**config.mk**
```make
export PLATFORM = sky130hd
export DESIGN_NAME = ipv4_dotted_parse_classify
export DESIGN_NICKNAME = d
export VERILOG_FILES = /design/src/rtl/ipv4dp_pkg.sv /design/src/rtl/ipv4_dotted_parse_classify.sv
export VERILOG_INCLUDE_DIRS = /design/src /design/src/rtl
export SDC_FILE = /design/constraint.sdc
export NUM_CORES = 1
export LEC_CHECK = 0
export BUFFER_PORTS_ARGS = -buffer_cell sky130_fd_sc_hd__buf_2
export CAP_MARGIN = 20
export CORE_ASPECT_RATIO = 1.5
export CORE_MARGIN = 10
export CORE_UTILIZATION = 53
export DETAILED_ROUTE_END_ITERATION = 8
export PLACE_DENSITY = 0.83
export SYNTH_ARGS = -nofsm -noshare
export SYNTH_HDL_FRONTEND = slang
export SYNTH_SLANG_ARGS = --single-unit
```
**constraint.sdc**
```tcl
create_clock -name clk -period 3.7 [get_ports clk]
set_clock_uncertainty 0.15 [all_clocks]
set_input_delay 0 -clock clk [delete_from_list [all_inputs] [get_ports clk]]
set_output_delay 0 -clock clk [all_outputs]
set_load 0.01 [all_outputs]
```
**src/rtl/ipv4_dotted_parse_classify_assert.svh**
```systemverilog
// ============================================================================
// ipv4_dotted_parse_classify_assert: assertion macros
// Shorthand for the concurrent checks of the IPv4 parser; clocked on clk and
// disabled while rst_n is low.
// ============================================================================
`ifndef IPV4_DOTTED_PARSE_CLASSIFY_ASSERT_SVH
`define IPV4_DOTTED_PARSE_CLASSIFY_ASSERT_SVH

// Same-cycle implication.
`define IPV4DP_ASSERT_IMP(name, ante, cons, msg) \
    name: assert property (@(posedge clk) disable iff (!rst_n) (ante) |-> (cons)) \
        else $error(msg);

// Next-cycle implication.
`define IPV4DP_ASSERT_NEXT(name, ante, cons, msg) \
    name: assert property (@(posedge clk) disable iff (!rst_n) (ante) |=> (cons)) \
        else $error(msg);

`endif

```
**src/rtl/ipv4dp_pkg.sv**
```systemverilog
// ============================================================================
// ipv4dp_pkg: shared definitions for the IPv4 dotted-decimal parser
// Character codes, group limits, result layout and the special-block check.
// ============================================================================
`default_nettype none

package ipv4dp_pkg;

    localparam logic [7:0] CHAR_ZERO = 8'h30;
    localparam logic [7:0] CHAR_NINE = 8'h39;
    localparam logic [7:0] CHAR_DOT  = 8'h2E;

    localparam int unsigned GROUPS     = 4;
    localparam int unsigned CNT_W      = 3;
    localparam int unsigned ACC_W      = 12;
    localparam int unsigned TAIL_W     = 24;
    localparam int unsigned OUT_DATA_W = 40;

    localparam logic [CNT_W-1:0] MAX_GROUPS  = CNT_W'(GROUPS);
    localparam logic [CNT_W-1:0] LAST_GROUP  = CNT_W'(GROUPS - 1);
    localparam logic [ACC_W-1:0] GROUP_LIMIT = ACC_W'(255);

    // Parser state carried between characters.
    typedef struct packed {
        logic [7:0]        group_value;
        logic [CNT_W-1:0]  group_count;
        logic              want_digit;
        logic              parse_error;
        logic [TAIL_W-1:0] collected;
    } parse_state_t;

    localparam parse_state_t STATE_RESET = '{
        group_value: 8'd0,
        group_count: '0,
        want_digit:  1'b1,
        parse_error: 1'b0,
        collected:   '0
    };

    function automatic logic special_block(input logic [31:0] a);
        logic [7:0] b0;
        logic [7:0] b1;
        logic       hit;
        b0  = a[31:24];
        b1  = a[23:16];
        hit = 1'b0;
        if (b0 == 8'd127) hit = 1'b1;
        if (b0 == 8'd10) hit = 1'b1;
        if (b0 == 8'd172 && b1 inside {[8'd16:8'd31]}) hit = 1'b1;
        if (b0 == 8'd192 && b1 == 8'd168) hit = 1'b1;
        if (b0 == 8'd169 && b1 == 8'd254) hit = 1'b1;
        if (b0 inside {[8'd224:8'd239]}) hit = 1'b1;
        if (a == 32'hFFFF_FFFF) hit = 1'b1;
        if (b0 == 8'd0) hit = 1'b1;
        return hit;
    endfunction

endpackage

`default_nettype wire

```
**src/rtl/ipv4_dotted_parse_classify.sv**
```systemverilog
// ============================================================================
// ipv4_dotted_parse_classify: streaming dotted-decimal IPv4 parser/classifier
// Result: the result beat is registered when the held last char is consumed.
// Throughput: one character beat per cycle, but a last char waits while the result slot is full.
// Reset: rst_n (async, active low) clears the parser state and valid flags.
// ============================================================================
`default_nettype none

`include "ipv4_dotted_parse_classify_assert.svh"

module ipv4_dotted_parse_classify (
    input  wire logic        clk,
    input  wire logic        rst_n,
    // character stream
    input  wire logic        s_axis_tvalid,
    output logic             s_axis_tready,
    input  wire logic [7:0]  s_axis_tdata,   // [7:0] char_code
    input  wire logic        s_axis_tlast,   // last_char
    // result stream
    output logic             m_axis_tvalid,
    input  wire logic        m_axis_tready,
    output logic [ipv4dp_pkg::OUT_DATA_W-1:0] m_axis_tdata
    // m_axis_tdata: [0] addr_valid, [32:1] address, [33] special_range,
    //               [39:34] zero
);

    // ------------------------------------------------------------------
    // Input register: holds one character beat for the parse step.
    // ------------------------------------------------------------------
    logic       in_valid_reg;
    logic       in_valid_next;
    logic [7:0] in_char_reg;
    logic       in_last_reg;

    // Parser state and result register.
    ipv4dp_pkg::parse_state_t st_reg;
    ipv4dp_pkg::parse_state_t st_next;
    ipv4dp_pkg::parse_state_t st_step;

    logic        out_valid_reg;
    logic        out_valid_next;
    logic        out_ok_reg;
    logic [31:0] out_addr_reg;
    logic        out_special_reg;

    logic        out_free;
    logic        advance;
    logic        emit;

    logic        is_digit;
    logic        is_dot;
    logic [ipv4dp_pkg::ACC_W-1:0] acc;
    logic        res_ok;
    logic [31:0] res_addr;

    // The held beat moves on when it makes no result, or the result slot frees.
    assign out_free      = !out_valid_reg || m_axis_tready;
    assign advance       = in_valid_reg && (!in_last_reg || out_free);
    assign emit          = advance && in_last_reg;
    assign s_axis_tready = !in_valid_reg || advance;

    always_comb
    begin
        in_valid_next = in_valid_reg;
        if (s_axis_tvalid && s_axis_tready)
        begin
            in_valid_next = 1'b1;
        end
        else if (advance)
        begin
            in_valid_next = 1'b0;
        end
    end

    // ------------------------------------------------------------------
    // Parse step: one character against the current state.
    // ------------------------------------------------------------------
    always_comb
    begin
        is_digit = in_char_reg inside {[ipv4dp_pkg::CHAR_ZERO:ipv4dp_pkg::CHAR_NINE]};
        is_dot   = (in_char_reg == ipv4dp_pkg::CHAR_DOT);
        // group * 10 + digit; '0'..'9' carry the digit in the low nibble
        acc = ({4'd0, st_reg.group_value} << 3) + ({4'd0, st_reg.group_value} << 1)
            + {8'd0, in_char_reg[3:0]};

        st_step = st_reg;
        if (!st_reg.parse_error)
        begin
            if (is_digit)
            begin
                if (st_reg.want_digit && st_reg.group_count >= ipv4dp_pkg::MAX_GROUPS)
                begin
                    st_step.parse_error = 1'b1;      // fifth group
                end
                else if (acc > ipv4dp_pkg::GROUP_LIMIT)
                begin
                    st_step.parse_error = 1'b1;      // group above 255
                end
                else
                begin
                    st_step.group_value = acc[7:0];
                    st_step.want_digit  = 1'b0;
                end
            end
            else if (is_dot)
            begin
                if (st_reg.want_digit)
                begin
                    st_step.parse_error = 1'b1;      // empty group
                end
                else
                begin
                    st_step.collected   = {st_reg.collected[ipv4dp_pkg::TAIL_W-9:0],
                                           st_reg.group_value};
                    st_step.group_count = st_reg.group_count + 1'b1;
                    st_step.group_value = 8'd0;
                    st_step.want_digit  = 1'b1;
                end
            end
            else
            begin
                st_step.parse_error = 1'b1;          // foreign character
            end
        end

        res_ok   = !st_step.parse_error && !st_step.want_digit
                   && (st_step.group_count == ipv4dp_pkg::LAST_GROUP);
        res_addr = res_ok ? {st_step.collected, st_step.group_value} : 32'd0;

        // Drop back to the start state once the final character is consumed.
        st_next = st_reg;
        if (advance)
        begin
            st_next = in_last_reg ? ipv4dp_pkg::STATE_RESET : st_step;
        end
    end

    always_comb
    begin
        out_valid_next = out_valid_reg;
        if (emit)
        begin
            out_valid_next = 1'b1;
        end
        else if (m_axis_tready)
        begin
            out_valid_next = 1'b0;
        end
    end

    // ------------------------------------------------------------------
    // Registers
    // ------------------------------------------------------------------
    always_ff @(posedge clk or negedge rst_n)
    begin
        if (!rst_n)
        begin
            in_valid_reg  <= 1'b0;
            out_valid_reg <= 1'b0;
            st_reg        <= ipv4dp_pkg::STATE_RESET;
        end
        else
        begin
            in_valid_reg  <= in_valid_next;
            out_valid_reg <= out_valid_next;
            st_reg        <= st_next;
        end
    end

    always_ff @(posedge clk)
    begin
        if (s_axis_tvalid && s_axis_tready)
        begin
            in_char_reg <= s_axis_tdata;
            in_last_reg <= s_axis_tlast;
        end
        if (emit)
        begin
            out_ok_reg      <= res_ok;
            out_addr_reg    <= res_addr;
            out_special_reg <= res_ok && ipv4dp_pkg::special_block(res_addr);
        end
    end

    assign m_axis_tvalid = out_valid_reg;
    assign m_axis_tdata  = {6'd0, out_special_reg, out_addr_reg, out_ok_reg};

    // ------------------------------------------------------------------
    // Assertions
    // ------------------------------------------------------------------
    `IPV4DP_ASSERT_IMP(a_invalid_zero, m_axis_tvalid && !out_ok_reg,
        out_addr_reg == 32'd0 && !out_special_reg, "invalid result carries data")

    `IPV4DP_ASSERT_IMP(a_group_bound, 1'b1,
        st_reg.group_count <= ipv4dp_pkg::MAX_GROUPS, "group count past four")

    `IPV4DP_ASSERT_NEXT(a_clear_after_last, emit,
        st_reg.group_count == '0 && st_reg.want_digit && !st_reg.parse_error
        && st_reg.group_value == 8'd0 && m_axis_tvalid, "state not cleared after last")

    `IPV4DP_ASSERT_IMP(a_result_slot, in_valid_reg && in_last_reg && !out_free,
        !s_axis_tready, "final character passed a full result slot")

endmodule

`default_nettype wire
```
* After elaboration in Yosys (flattened, before gate mapping) *
Index checks and enable logic that the tools add are counted.
W data, S select, Z words.

cells by class
  add/subtract/negate cells = 3
  muxes and demuxes = 32
  order comparisons = 8
  equality and inequality tests = 10
  reductions and logical operators = 24

operators with widths
  operator                number
  $mux W37                2
  $mux W24                3
  $eq A8 B8 Y1 const B    5
  $eq A32 B32 Y1 const B  1
  $mux W32                1
  $mux W12                2
  $mux W8                 3
  $mux W1                 19
  $logic_and A1 B1 Y1     13
  $add A11 B9 Y12         1
  $add A12 B4 Y12         1
  $gt A12 B8 Y1 const B   1
  $eq A8 B4 Y1 const B    1
  $eq A8 B6 Y1 const B    1
  $eq A8 B7 Y1 const B    1
  $ge A8 B5 Y1 const B    1
  $ge A8 B6 Y1 const B    1
  $ge A8 B8 Y1 const B    1
  $le A8 B5 Y1 const B    1
  $le A8 B6 Y1 const B    1
  $le A8 B8 Y1 const B    1
  $logic_not A8 Y1        1
  $logic_not A1 Y1        5
  $reduce_bool A2 Y1      2
  6 further kinds         8

storage, ports and cells
  bits of input ports = 13
  flip-flop bits (word level) = 82
  word-level logic and storage cells = 89
  output and inout bits = 42

* Logic depth before layout (Yosys ltp) *
Gate-level depths: netlist of the first run.

  depth after elaboration = 22
  depth in mapped cells = 14
  gate-level depth less buffers = 11

* Least setup slack after synthesis of the first run *
Ideal clock, no wire load.

  path type = register to register
  start = register st_reg[29] in the netlist's numbering
  end = register out_addr_reg[10] (data pin)
  slack = 0.242 ns
  cell stages (with the launch flop) = 15
  required time = 3.410 ns
  period minus slack after synthesis = 3.458 ns
  library setup time = 0.140 ns
  data arrival time = 3.168 ns
  path buffers = 3
  cells stage by stage = dfrtp_1 > inv_1 > fa_1 > inv_1 > fa_1 > a21o_1 > a221oi_2 > mux2_1 > o2111ai_1 > a311o_1 > buf_6 > or2_1 > buf_6 > buf_6 > a21oi_2

on the way
  word-level cells in the longest chain between the ends = 11
  elaborated cells on any way between the ends = 14
  those cells by class = add/sub (2); order compare (1); mux (7); reduce/logical (4)

RTL lines
  what                    line                               source
  from (decl)             ipv4_dotted_parse_classify.sv:36   ipv4dp_pkg::parse_state_t st_reg;
  from (signal assigned)  ipv4_dotted_parse_classify.sv:160  st_reg <= ipv4dp_pkg::STATE_RESET;
  from (signal assigned)  ipv4_dotted_parse_classify.sv:166  st_reg <= st_next;
  $add A11 B9 Y12 *       ipv4_dotted_parse_classify.sv:83   acc = ({4'd0, st_reg.group_value} << 3) + ({4'd0, st_reg.group_value} << 1)
  $add A12 B4 Y12 *       ipv4_dotted_parse_classify.sv:84   + {8'd0, in_char_reg[3:0]};
  $gt A12 B8 Y1 *         ipv4_dotted_parse_classify.sv:95   else if (acc > ipv4dp_pkg::GROUP_LIMIT)
  $mux W1                 ipv4_dotted_parse_classify.sv:95
  $mux W1                 ipv4_dotted_parse_classify.sv:91   if (st_reg.want_digit && st_reg.group_count >= ipv4dp_pkg::MAX_GROUPS)
  $mux W2 *               ipv4_dotted_parse_classify.sv:89   if (is_digit)
  $mux W37 *              ipv4_dotted_parse_classify.sv:87   if (!st_reg.parse_error)
  $logic_not A1 Y1        ipv4_dotted_parse_classify.sv:126  res_ok = !st_step.parse_error && !st_step.want_digit
  $logic_and A1 B1 Y1 *   ipv4_dotted_parse_classify.sv:126
  $logic_and A1 B1 Y1 *   ipv4_dotted_parse_classify.sv:127  && (st_step.group_count == ipv4dp_pkg::LAST_GROUP);
  $mux W32 *              ipv4_dotted_parse_classify.sv:128  res_addr = res_ok ? {st_step.collected, st_step.group_value} : 32'd0;
  via res_addr[10]        ipv4_dotted_parse_classify.sv:54   logic [31:0] res_addr;
  to (signal assigned)    ipv4_dotted_parse_classify.sv:180  out_addr_reg <= res_addr;
  to (decl)               ipv4_dotted_parse_classify.sv:43   logic [31:0] out_addr_reg;

Mark *: on every way through the listed nets, which the timed path passes. The rest lies on a longest branch.
A chain may end at the register's enable or synchronous reset.

* Final worst setup path of the first run *
  start = register in_char_reg[3]
  end = register out_special_reg (data pin)

on the way
  word-level cells in the longest chain between the ends = 21
  elaborated cells on any way between the ends = 54
  those cells by class = add/sub (1); order compare (7); eq/ne (10); mux (24); reduce/logical (12)

RTL lines
  what                    line                               source
  from (decl)             ipv4_dotted_parse_classify.sv:32   logic [7:0] in_char_reg;
  from (signal assigned)  ipv4_dotted_parse_classify.sv:174  in_char_reg <= s_axis_tdata;
  $add A12 B4 Y12         ipv4_dotted_parse_classify.sv:84
  $gt A12 B8 Y1           ipv4_dotted_parse_classify.sv:95
  $mux W1                 ipv4_dotted_parse_classify.sv:95
  $mux W1                 ipv4_dotted_parse_classify.sv:91
  $mux W2                 ipv4_dotted_parse_classify.sv:89
  $mux W37 *              ipv4_dotted_parse_classify.sv:87
  $logic_not A1 Y1        ipv4_dotted_parse_classify.sv:126
  $logic_and A1 B1 Y1     ipv4_dotted_parse_classify.sv:126
  [... 5 more ...]        n/a
  $mux W1                 ipv4dp_pkg.sv:49                   if (b0 == 8'd172 && b1 inside {[8'd16:8'd31]}) hit = 1'b1;
  $mux W1                 ipv4dp_pkg.sv:50                   if (b0 == 8'd192 && b1 == 8'd168) hit = 1'b1;
  $mux W1                 ipv4dp_pkg.sv:51                   if (b0 == 8'd169 && b1 == 8'd254) hit = 1'b1;
  $mux W1                 ipv4dp_pkg.sv:52                   if (b0 inside {[8'd224:8'd239]}) hit = 1'b1;
  $mux W1                 ipv4dp_pkg.sv:53                   if (a == 32'hFFFF_FFFF) hit = 1'b1;
  $mux W1                 ipv4dp_pkg.sv:54                   if (b0 == 8'd0) hit = 1'b1;
  $mux W1                 ipv4_dotted_parse_classify.sv:177  if (emit)
  $logic_and A1 B1 Y1 *   ipv4_dotted_parse_classify.sv:181  out_special_reg <= res_ok && ipv4dp_pkg::special_block(res_addr);
  to (signal assigned)    ipv4_dotted_parse_classify.sv:181
  to (decl)               ipv4_dotted_parse_classify.sv:44   logic out_special_reg;

Mark *: on every way between the ends. The rest lies on a longest branch, timed or not. The select of a mux whose other input is x is not followed.

==> results of run 1 <==
stage by stage:
stage          utilization  power, uW  instance area (um^2)  TNS [ns]
6_report             0.643       1940                  5180         0
5_1_grt              0.643       2010                  5180   -0.0174
4_1_cts              0.635       1940                  5110         0
3_5_place_dp         0.586       1140                  4720         0
3_3_place_gp         0.586       1130                  4720         0
2_1_floorplan            -       1090                  4440         0
worst reg2reg max path: stages, from the launching register on:
cell and delay, ns:
edfxtp_1 0.36, inv_1 0.08, fa_1 0.55, inv_1 0.09
fa_2 0.40, a21o_1 0.21, a221oi_2 0.26, mux2_4 0.20
o211ai_1 0.16, o32a_1 0.39, a22oi_2 0.30, o32ai_2 0.14
kinds of logic (layout without fill, tap and decap cells):
logic type,count (synthesis),count (layout),synth area share
AO/OA/AOI/OAI,101,101,0.176
flip-flops,82,82,0.513
adder cells (fa/ha/maj),18,18,0.0544
multiplexers,9,9,0.0212
XOR/XNOR,5,5,0.00991
AND/OR/NAND/NOR,150,150,0.170
other,1,6,0.000849
buffers and inverters,45,105,0.0544
path summary, 6_finish.rpt:
kind	start	to	slack, ns	depth (start not counted)
max	in_char_reg[3]	out_special_reg	0.14	11
min	rst_n	m_axis_tvalid	0.18	2
max reg2reg	in_char_reg[3]	out_special_reg	0.14	11
min reg2reg	st_reg[23]	st_reg[23]	0.36	2
max in group asynchronous	rst_n	st_reg[36]	2.65	2
min in group clk	s_axis_tdata[6]	in_char_reg[6]	0.21	2
layer usage:
| layer | GRT usage | wire length [um] | vias up |
|---|---|---|---|
| met1 | 0.214 | 4100 | 1758 |
| li1 | - | - | 1632 |
| met3 | 0.0382 | 930 | 56 |
| met2 | 0.313 | 5980 | 236 |
| met5 | 0 | 0 | - |
| met4 | 0.0968 | 501 | 0 |
area by class of cell:
cell class | instances | area share
timing repair buffer | 75 | 0.0939
inverter | 14 | 0.0101
tap | 105 | 0.0253
clock buffer | 13 | 0.0483
multi-input combinational | 289 | 0.382
sequential | 82 | 0.438
clock inverter | 3 | 0.00290
synthesized netlist by cell type, types with 2 or more instances:
cell	number	share of area
a211oi_1	3	0.0051
a21o_1	3	0.0051
a21oi_1	11	0.012
a21oi_2	20	0.040
a22o_1	25	0.050
a22oi_1	2	0.0034
and2_1	3	0.0042
and3_1	3	0.0042
buf_4	9	0.015
buf_6	5	0.013
clkbuf_1	17	0.014
dfrtp_1	38	0.22
edfxtp_1	43	0.29
fa_1	2	0.0091
ha_1	16	0.045
inv_1	13	0.011
mux2_2	2	0.0051
mux2i_1	6	0.014
nand2_1	58	0.049
nand2b_1	4	0.0057
nand3_1	4	0.0045
nand4_1	11	0.016
nand4b_1	4	0.0079
nor2_1	26	0.022
nor2b_1	2	0.0028
nor3_1	15	0.017
nor3b_1	3	0.0051
nor4_1	3	0.0042
nor4b_1	3	0.0059
o21a_1	2	0.0034
o21ai_0	10	0.011
o21ai_1	3	0.0034
o22ai_1	4	0.0057
o31ai_1	2	0.0034
or3_1	3	0.0042
xor2_1	4	0.0079
power breakdown:
group / internal, uW / switching [uW] / total [uW]
logic: 47.3 / 75.8 / 123
clock network: 469 / 338 / 808
registers: 991 / 20.6 / 1010
what timing repair did:
action                                  in CTS  in global routing
setup buffers                                0                  1
hold buffers                                13                  0
endpoints found under the setup margin       0                 21
hold endpoints to repair                    49                  0
gates resized for setup                      0                 10
placed cells by master, fill, tap and decap left out, types with 13 or more instances in the layout:
cell type,Yosys,layout
a21oi_2,20,19
a22o_1,25,25
buf_2,0,48
dfrtp_1,38,38
dlygate4sd3_1,0,13
edfxtp_1,43,43
ha_1,16,16
inv_1,13,13
nand2_1,58,58
nor2_1,26,25
nor3_1,15,15
==> flow_metrics.py, run 1 <==
metrics = {
    "cts": {
        "cts-root-buf": "clkbuf_16",
        "numClockSinks": 82,
        "tritoncts": "done",
        "clk_path_buf_depth": 2,
        "clk_latency_ns": 0.35,
        "cts_inserted_buffers": 9,
        "htreeDepth": 3,
        "clk_pin_slew_ns": 0.06,
    },
    "worst_setup_path": {
        "crit_fanout": 4,
        "path_buf_inv": 2,
        "cp_cell_sequence": "inv_1 > fa_1 > inv_1 > fa_2 > a21o_1 > a221oi_2 > mux2_4 > o211ai_1 > o32a_1 > a22oi_2 > o32ai_2",
        "cp_common_cell": "inv_1",
        "worst_path_largest_cell_delay_ns": 0.55,
        "arrival_ns": 3.49,
        "cp-end-kind": "register",
        "path_class": "reg -> reg",
        "critPathSlowestCell": "fa_1",
        "startpoint_type": "register",
        "required_ns": 3.63,
        "critPathTopFamily": "compound AO/OA/AOI/OAI gates",
    },
    "place": {
        "post-place-ws_ns": 0.142,
        "gp_congestion": 0.965,
        "dp.cells": 550,
        "port_buffers": 48,
        "dp_hpwl_um": 7990,
    },
    "global_route": {
        "grt_pass1_wl_um": 18400,
        "globalRouteOverflowTotal": 0,
        "track_usage": 0.187,
        "antenna_found_initial": 0,
        "grt_pass1_vias": 3554,
        "grt_start_max_net_pins": 40,
    },
    "logic_synthesis": {
        "netlist_area_um2": 4420,
        "async_reset_ff_frac": 0.476,
        "yosysWarnings": 0,
        "synthDistinctLibCells": 65,
        "synth-seq-area-share": 0.513,
        "ys_seq_elements": 82,
        "synth_edf_count": 43,
        "synth_flop_cell": "edfxtp_1",
        "avgSynthCellArea_um2": 10.8,
        "synthCells": 411,
    },
    "floorplanning": {
        "rows": 40,
        "die_x_um": 94.6,
        "core_area_um2": 8060,
        "die-area_um2": 12500,
        "initial_core_util": 0.548,
        "die_h_um": 132,
        "io_pins": 55,
    },
    "timing": {
        "slew_viol_final": 0,
        "period_share": 0.962,
        "setup_viol": 0,
        "slew_headroom": 0.395,
        "hold_viol": 0,
        "worst_slack_ns": 0.140,
        "timing.hold.ws_ns": 0.178,
        "tightest_slew_ns": 0.908,
        "period_needed_ns": 3.56,
        "fmax_ghz": 0.281,
    },
    "power": {
        "leakage_uw": 0.00214,
        "peakVddDrop_v": 0.000282,
        "powerDensity_nw_per_um2": 375,
    },
    "cells_and_area": {
        "fin_cells": 581,
        "num_antenna_cells": 0,
        "fill_cells": 613,
        "area_growth_pct": 17.3,
        "multi_input_area_um2": 1980,
        "regArea_um2": 2270,
        "drive_above_1_share": 0.233,
        "nets": 502,
        "largest_register_ffs": 37,
    },
    "drt": {
        "postRouteWirelength_um": 11500,
        "ant_nets": 0,
        "wire_per_inst_um": 19.8,
        "first_pass_iters": 5,
        "avgViaCountPerCell": 6.34,
        "drc_errors": 0,
        "drtIter0Drc": 423,
        "via_count": 3682,
    },
    "run_status": {
        "status": "finished clean",
    },
    "hold_path": {
        "hold_class": "in -> async",
    },
    "job": {
        "cap_violations": 0,
    },
}
Power figures use the tool's default switching activity.
==> inputs of run 2 (changes only) <==
- BUFFER_PORTS_ARGS: -buffer_cell sky130_fd_sc_hd__buf_2 -> default
- CORE_UTILIZATION: 53 -> 57
- DONT_BUFFER_PORTS: default -> 1
- PLACE_DENSITY: 0.83 -> 0.81
==> flow_metrics.py, run 2 (synthesized netlist as in run 1, its figures left out) <==
metrics = {
    "cts": {
        "numClockSinks": 82,
        "clk_path_buf_depth": 2,
        "htreeDepth": 3,
        "tritoncts": "done",
        "cts_inserted_buffers": 9,
        "clk_latency_ns": 0.34,
        "cts-root-buf": "clkbuf_16",
        "clk_pin_slew_ns": 0.06,
        "cts_setup_buffers": 0,
    },
    "worst_setup_path": {
        "worstRegToRegCells": 11,
        "critPathTopFamily": "compound AO/OA/AOI/OAI gates",
        "cp_num_cells": 11,
        "path_buf_inv": 2,
        "critPathSlowestCell": "fa_1",
        "cp_cell_sequence": "inv_1 > fa_1 > inv_1 > fa_1 > a21o_1 > a221oi_2 > mux2_4 > o211ai_1 > o32a_1 > a22oi_2 > o32ai_2",
        "crit_fanout": 3,
        "arrival_ns": 3.45,
        "worst_path_largest_cell_delay_ns": 0.53,
        "cp-end-kind": "register",
        "startpoint_type": "register",
        "path_class": "reg -> reg",
        "required_ns": 3.62,
    },
    "power": {
        "peakVddDrop_v": 0.000317,
        "p_int_uw": 1500,
        "powerDensity_nw_per_um2": 389,
        "p_seq_frac": 0.528,
        "clkPwrFrac": 0.422,
        "switching_power_uw": 437,
        "combPwrFrac": 0.050,
        "leakage_uw": 0.00196,
        "swShare": 0.226,
    },
    "timing": {
        "tightest_slew_ns": 1.11,
        "finalSetupTns_ns": 0,
        "slew_headroom": 0.257,
        "setup_viol": 0,
        "worst_slack_ns": 0.176,
        "hold_viol": 0,
        "fmax_ghz": 0.284,
        "period_needed_ns": 3.52,
        "period_share": 0.952,
        "slew_viol_final": 0,
    },
    "drt": {
        "avgViaCountPerCell": 6.41,
        "drtIter0Drc": 240,
        "ant_nets": 0,
        "first_pass_iters": 5,
        "wire_per_inst_um": 21.1,
        "postRouteWirelength_um": 11200,
        "drc_errors": 0,
        "via_count": 3404,
    },
    "cells_and_area": {
        "area_growth_pct": 12.5,
        "drive_above_1_share": 0.161,
        "num_antenna_cells": 0,
        "nets": 455,
        "fill_cells": 595,
        "largest_register_ffs": 37,
        "layout_common_cells": "nand2_1 (58), edfxtp_1 (43), dfrtp_1 (38)",
        "layout_commonest_cell": "nand2_1",
    },
    "floorplanning": {
        "rows": 39,
        "die_h_um": 128,
        "die_x_um": 91.9,
        "core_area_um2": 7610,
        "initial_core_util": 0.581,
        "die-area_um2": 11700,
        "io_pins": 55,
    },
    "run_status": {
        "status": "finished clean",
    },
    "place": {
        "gp_congestion": 0.957,
        "post-place-ws_ns": 0.233,
        "dp_hpwl_um": 8060,
        "port_buffers": 0,
    },
    "job": {
        "cap_violations": 0,
    },
    "global_route": {
        "track_usage": 0.196,
        "grt_start_max_net_pins": 39,
        "grt_pass1_vias": 3438,
        "antenna_found_initial": 0,
        "globalRouteOverflowTotal": 0,
        "grt_pass1_wl_um": 18200,
    },
    "hold_path": {
        "hold_class": "in -> async",
    },
}
## run 2: stage by stage
step / hold WS, ns / utilization / instances / instance area [um^2] / power [uW]
global placement: -0.444 / 0.592 / 501 / 4500 / 1110
global route: 0.0413 / 0.653 / 531 / 4970 / 2000
detailed placement: -0.444 / 0.592 / 501 / 4500 / 1110
finish: 0.0479 / 0.653 / 531 / 4970 / 1930
floorplan: -0.446 / - / 416 / 4440 / 1090
CTS: 0.0422 / 0.649 / 531 / 4940 / 1940
## run 2: area by class of cell
cell class	count	area (um^2)	area share
clock buffers	11	243	0.0488
clock inverters	5	30.0	0.00604
inverters	14	52.6	0.0106
multi-input cells	289	1970	0.397
flip-flops and latches	82	2270	0.456
well taps	102	128	0.0257
repair buffers	28	278	0.0559
## run 2: power groups by stage
stage / Sequential, uW / Combinational [uW] / Clock (uW)
after global placement: 1040 / 69.0 / 0
after floorplan: 1030 / 64.3 / 0
after global routing: 1020 / 107 / 867
after detailed placement: 1040 / 70.3 / 0
after CTS: 1020 / 95.0 / 823
final: 1020 / 96.7 / 815
## run 2: worst reg2reg max path: cells and delay by family (launching register included)
kind	cells	cell delay, ns
compound gates	6	1.44
fa+ha+maj	2	0.98
flops	1	0.35
mux	1	0.21
buf+inv	2	0.14
## run 2: final timing paths
path	start	endpoint	slack, ns
max	in_char_reg[3]	out_special_reg	0.18
min	rst_n	st_reg[25]	0.05
max reg2reg	in_char_reg[3]	out_special_reg	0.18
min reg2reg	st_reg[23]	st_reg[23]	0.35
max in group asynchronous	rst_n	st_reg[36]	3.15
min in group clk	s_axis_tlast	in_last_reg	0.14
## run 2: timing repair
action / CTS / global route
endpoints found under the hold margin: 61 / 0
endpoints found under the setup margin: 0 / 8
hold buffers: 14 / 0
gates resized for setup: 0 / 8
## run 2: per-layer routing
layer	share of wire	global-route usage
met5	0	0
met4	0.056	0.122
met3	0.066	0.0469
met2	0.53	0.344
met1	0.35	0.206
